[config.mk]
export PLATFORM = sky130hd
export DESIGN_NAME = utf8_stream_decoder_unit
export DESIGN_NICKNAME = d
export VERILOG_FILES = /design/src/rtl/utf8sd_pkg.sv /design/src/rtl/utf8sd_step.sv /design/src/rtl/utf8_stream_decoder_unit.sv
export SDC_FILE = /design/constraint.sdc
export NUM_CORES = 1
export LEC_CHECK = 0
export ABC_AREA = 1
export BUFFER_PORTS_ARGS = -buffer_cell sky130_fd_sc_hd__buf_2
export CORE_MARGIN = 2
export CORE_UTILIZATION = 57
export DETAILED_ROUTE_END_ITERATION = 8
export PLACE_DENSITY = 0.88
export SETUP_SLACK_MARGIN = 0.1
export SLEW_MARGIN = 20
export SYNTH_ARGS = -nofsm -noshare
export SYNTH_HDL_FRONTEND = slang
export SYNTH_HIERARCHICAL = 1
export SYNTH_SLANG_ARGS = --single-unit
[constraint.sdc]
create_clock -name i_clk -period 3.8 [get_ports i_clk]
set_clock_uncertainty 0.1 [all_clocks]
set_input_delay 0.38 -clock i_clk [delete_from_list [all_inputs] [get_ports i_clk]]
set_output_delay 0.38 -clock i_clk [all_outputs]
set_load 0.1 [all_outputs]
[src/rtl/utf8sd_pkg.sv]
// Shared types, codes and tables for the UTF-8 stream decoder.
package utf8sd_pkg;

    localparam logic [1:0] ST_OK        = 2'd0;
    localparam logic [1:0] ST_FORBIDDEN = 2'd1;
    localparam logic [1:0] ST_STRAY_END = 2'd2;
    localparam logic [1:0] ST_CUT       = 2'd3;

    localparam logic [31:0] SPACE_CODE = 32'd32;

    typedef struct packed {
        logic [2:0]  bytes_left;
        logic [2:0]  trail_total;
        logic [31:0] accumulator;
    } t_state;

    typedef struct packed {
        logic        emit;
        logic [31:0] code_point;
        logic [1:0]  status;
    } t_result;

    function automatic logic [31:0] trail_offset(input logic [2:0] trail);
        logic [31:0] off;
        begin
            case (trail)
                3'd1:    off = 32'h0000_3080;
                3'd2:    off = 32'h000E_2080;
                3'd3:    off = 32'h03C8_2080;
                3'd4:    off = 32'hFA08_2080;
                3'd5:    off = 32'h8208_2080;
                default: off = 32'h0000_0000;
            endcase
            return off;
        end
    endfunction

    function automatic logic [2:0] lead_trail_count(input logic [7:0] b);
        logic [2:0] n;
        begin
            if (b < 8'hE0)      n = 3'd1;
            else if (b < 8'hF0) n = 3'd2;
            else if (b < 8'hF8) n = 3'd3;
            else if (b < 8'hFC) n = 3'd4;
            else                n = 3'd5;
            return n;
        end
    endfunction

endpackage

[src/rtl/utf8sd_step.sv]
// Per-beat decode step: next state and optional result from state and byte.
module utf8sd_step
    import utf8sd_pkg::*;
(
    input  t_state     i_state,
    input  logic [7:0] i_byte,
    input  logic       i_last,
    output t_state     o_state,
    output t_result    o_result
);

    logic [31:0] lead_acc;
    logic [31:0] sum_acc;
    logic [31:0] shift_acc;
    logic [2:0]  lead_n;
    logic [2:0]  left_dec;

    assign lead_n    = lead_trail_count(i_byte);
    assign lead_acc  = {18'd0, i_byte, 6'd0};
    assign sum_acc   = i_state.accumulator + {24'd0, i_byte};
    assign shift_acc = {sum_acc[25:0], 6'd0};
    assign left_dec  = i_state.bytes_left - 3'd1;

    always_comb begin
        o_state  = i_state;
        o_result = '{emit: 1'b0, code_point: SPACE_CODE, status: ST_OK};
        if (i_state.bytes_left == 3'd0) begin
            if (i_byte[7] == 1'b0) begin
                o_result = '{emit: 1'b1, code_point: {24'd0, i_byte}, status: ST_OK};
            end else if (i_byte[6] == 1'b0) begin
                o_result = '{emit: i_last, code_point: SPACE_CODE, status: ST_STRAY_END};
            end else if (i_byte[7:1] == 7'h7F) begin
                o_result = '{emit: 1'b1, code_point: SPACE_CODE, status: ST_FORBIDDEN};
            end else if (i_last) begin
                o_state  = '0;
                o_result = '{emit: 1'b1, code_point: lead_acc - trail_offset(lead_n),
                             status: ST_CUT};
            end else begin
                o_state = '{bytes_left: lead_n, trail_total: lead_n, accumulator: lead_acc};
            end
        end else if (left_dec == 3'd0) begin
            o_state  = '0;
            o_result = '{emit: 1'b1, code_point: sum_acc - trail_offset(i_state.trail_total),
                         status: ST_OK};
        end else if (i_last) begin
            o_state  = '0;
            o_result = '{emit: 1'b1, code_point: shift_acc - trail_offset(i_state.trail_total),
                         status: ST_CUT};
        end else begin
            o_state.bytes_left  = left_dec;
            o_state.accumulator = shift_acc;
        end
    end

endmodule

[src/rtl/utf8_stream_decoder_unit.sv]
// Top level of the UTF-8 (six-byte form) stream decoder.
// One byte per beat, one beat per cycle while the output side does not stall: an
// input register feeds a single decode step (one 32-bit add, shift and offset
// subtract) that writes the result register, which drives the outputs.
// Bytes that finish nothing (leads, middle trailing bytes, stray continuation
// bytes, none of them at range end) give no result beat. Input stall rises
// only while both registers are full and the output side stalls.
module utf8_stream_decoder_unit
    import utf8sd_pkg::*;
(
    input  logic        i_clk,
    input  logic        i_rst_n,
    input  logic        i_in_valid,
    output logic        o_in_stall,
    input  logic [7:0]  i_data_byte,
    input  logic        i_range_end,
    output logic        o_out_valid,
    input  logic        i_out_stall,
    output logic [31:0] o_code_point,
    output logic [1:0]  o_status
);

    logic        r_in_vld;
    logic [7:0]  r_in_byte;
    logic        r_in_last;
    t_state      r_state;
    t_state      n_state;
    t_result     n_result;
    logic        r_out_vld;
    logic [31:0] r_cp;
    logic [1:0]  r_st;
    logic        out_free;
    logic        proc;

    assign out_free   = !r_out_vld || !i_out_stall;
    assign proc       = r_in_vld && out_free;
    assign o_in_stall = r_in_vld && !out_free;

    utf8sd_step u_step (
        .i_state  (r_state),
        .i_byte   (r_in_byte),
        .i_last   (r_in_last),
        .o_state  (n_state),
        .o_result (n_result)
    );

    always_ff @(posedge i_clk) begin
        if (!i_rst_n) begin
            r_in_vld  <= 1'b0;
            r_out_vld <= 1'b0;
            r_state   <= '0;
        end else begin
            if (!o_in_stall) begin
                r_in_vld <= i_in_valid;
            end
            if (proc) begin
                r_state <= n_state;
            end
            if (out_free) begin
                r_out_vld <= proc && n_result.emit;
            end
        end
        if (!o_in_stall) begin
            r_in_byte <= i_data_byte;
            r_in_last <= i_range_end;
        end
        if (proc && n_result.emit) begin
            r_cp <= n_result.code_point;
            r_st <= n_result.status;
        end
    end

    assign o_out_valid  = r_out_vld;
    assign o_code_point = r_cp;
    assign o_status     = r_st;

endmodule

# Yosys cells after proc, flatten, opt, wreduce, memory -nomap -nowiden
# Cells that the tools add are included.
# word_totals
ff_bits	83
inputBits	13
output_inout_bits	36
word_cells	76
# classes
n_addsub	5
magnitude_cmp	4
n_eq_ne	14
n_mux	32
n_reduce_logical	12
# op_table
op	n
two-way mux 32 bit	11
case mux 32 bit (5 select lines)	2
two-way mux 35 bit	7
two-way mux 38 bit	6
subtractor 32 bit	2
adder 32 x 8 -> 32 bit	1
< comparator 8 bit, second input constant	4
subtractor 14 x 32 -> 32 bit	1
two-way mux 3 bit	5
== test 3 x 2 -> 1 bit, second input constant	4
== test 3 bit, second input constant	4
== test 7 bit, second input constant	1
== test 3 x 1 -> 1 bit, second input constant	2
zero test 3 bit	2
inequality test 2 bit, second input constant	3
AND reduction 5 bit	1
AND reduction 4 bit	1
logical AND 1 bit	3
zero test 1 bit	3
nonzero test 3 bit	1
subtractor 3 x 1 -> 3 bit, second input constant	1
logical OR 1 bit	1
two-way mux 1 bit	1

# Depth between registers and ports, before layout
# logic_depth
ltp_word	19
depth_mapped	26
mapped_depth_nobuf	26

# Cells and area by module
# The synthesis kept the hierarchy.
# by_module_without_submodules
mod	n_inst	cells_per_inst	area_per_inst_um2
utf8sd_step	1	1024	5300.1
utf8_stream_decoder_unit	1	306	3085.5

# Worst setup path after synthesis
# Ideal clock, no wire load.
# synth_path
path_type	register to register
startpoint	register r_state[35] (netlist name)
endpoint	register r_cp[0], in the netlist o_code_point[0] (enable)
t_arrival_ns	3.265
t_required_ns	3.274
slack_ns	0.010
stages_incl_launch_ff	12
path_buffers	1
period_less_slack_ns	3.790
path_cell_list	dfxtp_1 -> inv_1 -> ha_1 -> xor2_1 -> nor2_2 -> inv_1 -> nand2_1 -> clkbuf_1 -> o21ai_0 -> inv_1 -> inv_1 -> nor2_1
# synth_rtl
element	line_no	text
start: declaration	utf8_stream_decoder_unit.sv:26	t_state r_state;
start signal: assignment	utf8_stream_decoder_unit.sv:57	r_state <= n_state;
end signal: assignment	utf8_stream_decoder_unit.sv:68	r_cp <= n_result.code_point;
end: declaration	utf8_stream_decoder_unit.sv:30	logic [31:0] r_cp;

==> results by group <==
Layout
  • Commonest non-fill, non-tap cell in the layout: nand2_1
  • Layout cells sized above 1: 21.4%
  • # fillers: 1213
  • Area grow syn2layout: 19.4%
  • Most frequent cells in the layout: 291 x nand2_1, 221 x inv_1, 127 x nand3_1
  • Layout Nets: 1477
  • Ant diodes: 0
  • Post-Layout Cell Count: 1609
  • Finished Core Util: 69.1%
  • Post-route cell area: 10000 sq um

STA
  • Max Slew Vio Count: 0
  • Headroom to the max-slew limit: 51.7%
  • Tcrit/Tclk final: 96.9%
  • Final critical path time including I/O delays and setup: 3680 ps
  • RSZ-0062 raised after global routing: yes
  • Final hold viol count: 0
  • Final setup fails: 0
  • Hold WS: 100 ps
  • F_max: 0.271 GHz
  • Final setup margin: 117 ps
  • Actual slew at the worst max-slew pin: 725 ps

Detailed routing
  • Antenna viol nets, final: 0
  • DR vias: 9611
  • DR WL/cell: 17.2 um
  • Final wirelength: 27700 um
  • DRC errors left: 0
  • Vias per cell: 5.97
  • TritonRoute pass-1 iters: 6
  • First DRT Iteration DRCs: 1516

Floorplan
  • Core ar.: 14500 sq um
  • Die ar.: 15700 sq um
  • Die Height: 125 um
  • Row count: 44
  • I/O Pins: 49
  • Initial Utilization: 57.9%
  • Die W: 125 um

GRT
  • Number of global-route vias before repair: 8664
  • Global-route wire length before repair: 42300 um
  • Grt total ovfl: 0
  • Initial antenna violation count: 0
  • GRT Overall Usage: 33.2%
  • Largest net degree at the start of global routing: 79

Critical path
  • CP Max Fanout: 6
  • Startpoint type of the worst setup path: register
  • Worst path slowest cell: edfxtp_1
  • WP data required: 3800 ps
  • Most used cell, CP: nand2_2
  • Worst r2r src: r_in_byte[2]
  • Worst path arrival time: 3680 ps
  • Register-to-Register Path Depth: 22
  • Kind of critical path: register to register
  • Worst setup EP type: register
  • Worst path cell trace: ha_4, nand2_1, nand2_2, inv_2, nand2_2, nand2_1, nand2_2, nand2_4, a21boi_4, nand2_4, xor2_2, inv_2, ha_4, nand2_2, inv_2, nand3_4, nor4_4, nand3_2, nand3_2, nand2_1, nand3_1, nand3_1
  • R2R Setup Slk: 120 ps
  • CP max stage delay: 440 ps
  • RR Endpoint: o_code_point[31]

Yosys
  • Mapped Avg Cell Area: 6.30 sq um
  • Syn Inst Count: 1330
  • Yosys warning total: 6
  • Yosys reg bits: 83
  • Post-Syn Nets: 1387
  • Cell taking the most area after synthesis: edfxtp_1
  • Mapped Area: 8390 sq um
  • Area share of the largest cell type after synthesis: 15.4%
  • Part of the Yosys area used for sequential elements: 24.9%
  • Yosys cell types: 59
  • Largest cells by area after synthesis: edfxtp_1 15%, nand2_1 14%, inv_1 10%

CTS
  • CTS H-tree lvls: 3
  • Clock Tree Root: clkbuf_16
  • TritonCTS Buffers: 9
  • CTS Hold Bufs: 0
  • Sink Count: 83
  • Worst-case clock buffer depth: 2
  • Worst-path clk slew: 70 ps
  • CTS tree: done
  • Clock Latency Late Sink: 360 ps

Hold path
  • Worst hold path stage count: 1
  • Worst hold-check path type: input port to register
  • Hold endpoint: r_in_byte[4]
  • Worst hold path startpoint: i_data_byte[4]

Placed design
  • Placed Cells: 1571
  • Buffers on Ports: 48
  • Gpl congestion: 1.02
  • Final HPWL DP: 20100 um
  • Place WS: -106 ps
  • Dpl cell area: 8990 sq um

Pwr
  • Cell area power density: 374 nW/um^2
  • IR drop worst, VDD: 0.295 mV
  • LEAKAGE: 4.91 nW

Run status
  • Status: completed

Run
  • Max Cap Viol: 0
## final cells by class
| cell class | count | area, sq um | area share, % |
|---|---|---|---|
| clock buffers | 11 | 233 | 2.32 |
| clock inverters | 5 | 37.5 | 0.375 |
| inverters | 245 | 926 | 9.25 |
| multi-input cells | 970 | 5780 | 57.7 |
| flip-flops and latches | 83 | 2090 | 20.9 |
| well taps | 184 | 230 | 2.30 |
| repair buffers | 111 | 713 | 7.12 |
## flip-flops by register name, indices dropped and copies added (netlist names)
register,flops
r_in_vld,1
r_state,38
r_in_byte,8
r_in_last,1
o_code_point,32
o_out_valid,1
o_status,2
## what timing repair did
item                                    in CTS  in global routing
pin swaps                                    1                 39
endpoints found under the setup margin       5                 16
setup buffers                                2                 20
resized for setup                            9                109
## kinds of logic after synthesis
kind of cell / synth area share (%)
fa+ha+maj: 6.65
other cells: 0.0896
compound gates: 13.5
flops: 24.9
xor+xnor: 4.19
simple gates: 37.4
buf+inv: 13.2
## metal layers
| metal | global-route usage, % | part of all wire, % | vias up |
|---|---|---|---|
| li1 | - | - | 4488 |
| met1 | 46.0 | 40 | 4379 |
| met2 | 51.4 | 44 | 619 |
| met3 | 7.02 | 12 | 125 |
| met4 | 11.9 | 4.2 | 0 |
| met5 | 0 | 0 | - |
## how the worst max path moves through the flow
| stage | start | to | slack, ps | cells past startpoint |
|---|---|---|---|---|
| global route | r_in_byte[2] | o_code_point[31] | -90 | 22 |
| finish | r_in_byte[2] | o_code_point[31] | 120 | 22 |
| floorplan | r_in_byte[7] | o_code_point[30] | 350 | 22 |
| CTS | r_in_byte[6] | o_code_point[30] | 110 | 21 |
| global placement | r_in_byte[6] | o_code_point[31] | -50 | 21 |
| detailed placement | r_in_byte[2] | o_code_point[31] | -110 | 22 |
## critical path, delay by kind of cell (launching register included)
| kind | cells | cell delay, ps |
|---|---|---|
| AOI/OAI and AO/OA | 1 | 230 |
| xor gates and xnor gates | 1 | 170 |
| adders and majority gates | 2 | 650 |
| buffers and inverters | 3 | 240 |
| DFF | 1 | 440 |
| and+or+nand+nor | 15 | 1580 |
## metrics by stage
stage | TNS, ps | power (mW)
after detailed placement | -106 | 2.71
after global routing | -126 | 3.95
after CTS | 0 | 3.55
after global placement | -45.5 | 2.69
after floorplan | 0 | 2.33
final | 0 | 3.74
## Yosys cell counts, drive strengths merged
master / instances
nand2: 352
inv: 242
nand3: 142
nor2: 141
a21oi: 82
o21ai: 48
edfxtp: 43
ha: 43
dfxtp: 40
xor2: 32
o22ai: 26
buf: 21
nand4: 21
nor3: 18
clkbuf: 11
o221ai: 9
a21boi: 6
nand3b: 6
xnor2: 6
a31oi: 5
or2: 5
nor4: 4
o21bai: 4
a22oi: 3
clkinv: 3
o211ai: 3
o31ai: 3
conb: 2
a22o: 1
a41oi: 1
and2: 1
and3: 1
fa: 1
nor3b: 1
o2111ai: 1
o21a: 1
o311ai: 1
## power by group
| part | internal (mW) | switching, mW | total (mW) |
|---|---|---|---|
| combinational | 0.594 | 1.26 | 1.85 |
| sequential | 1.02 | 0.0519 | 1.07 |
| clock | 0.445 | 0.372 | 0.817 |
Note: power is estimated with default switching activity, not from simulation.
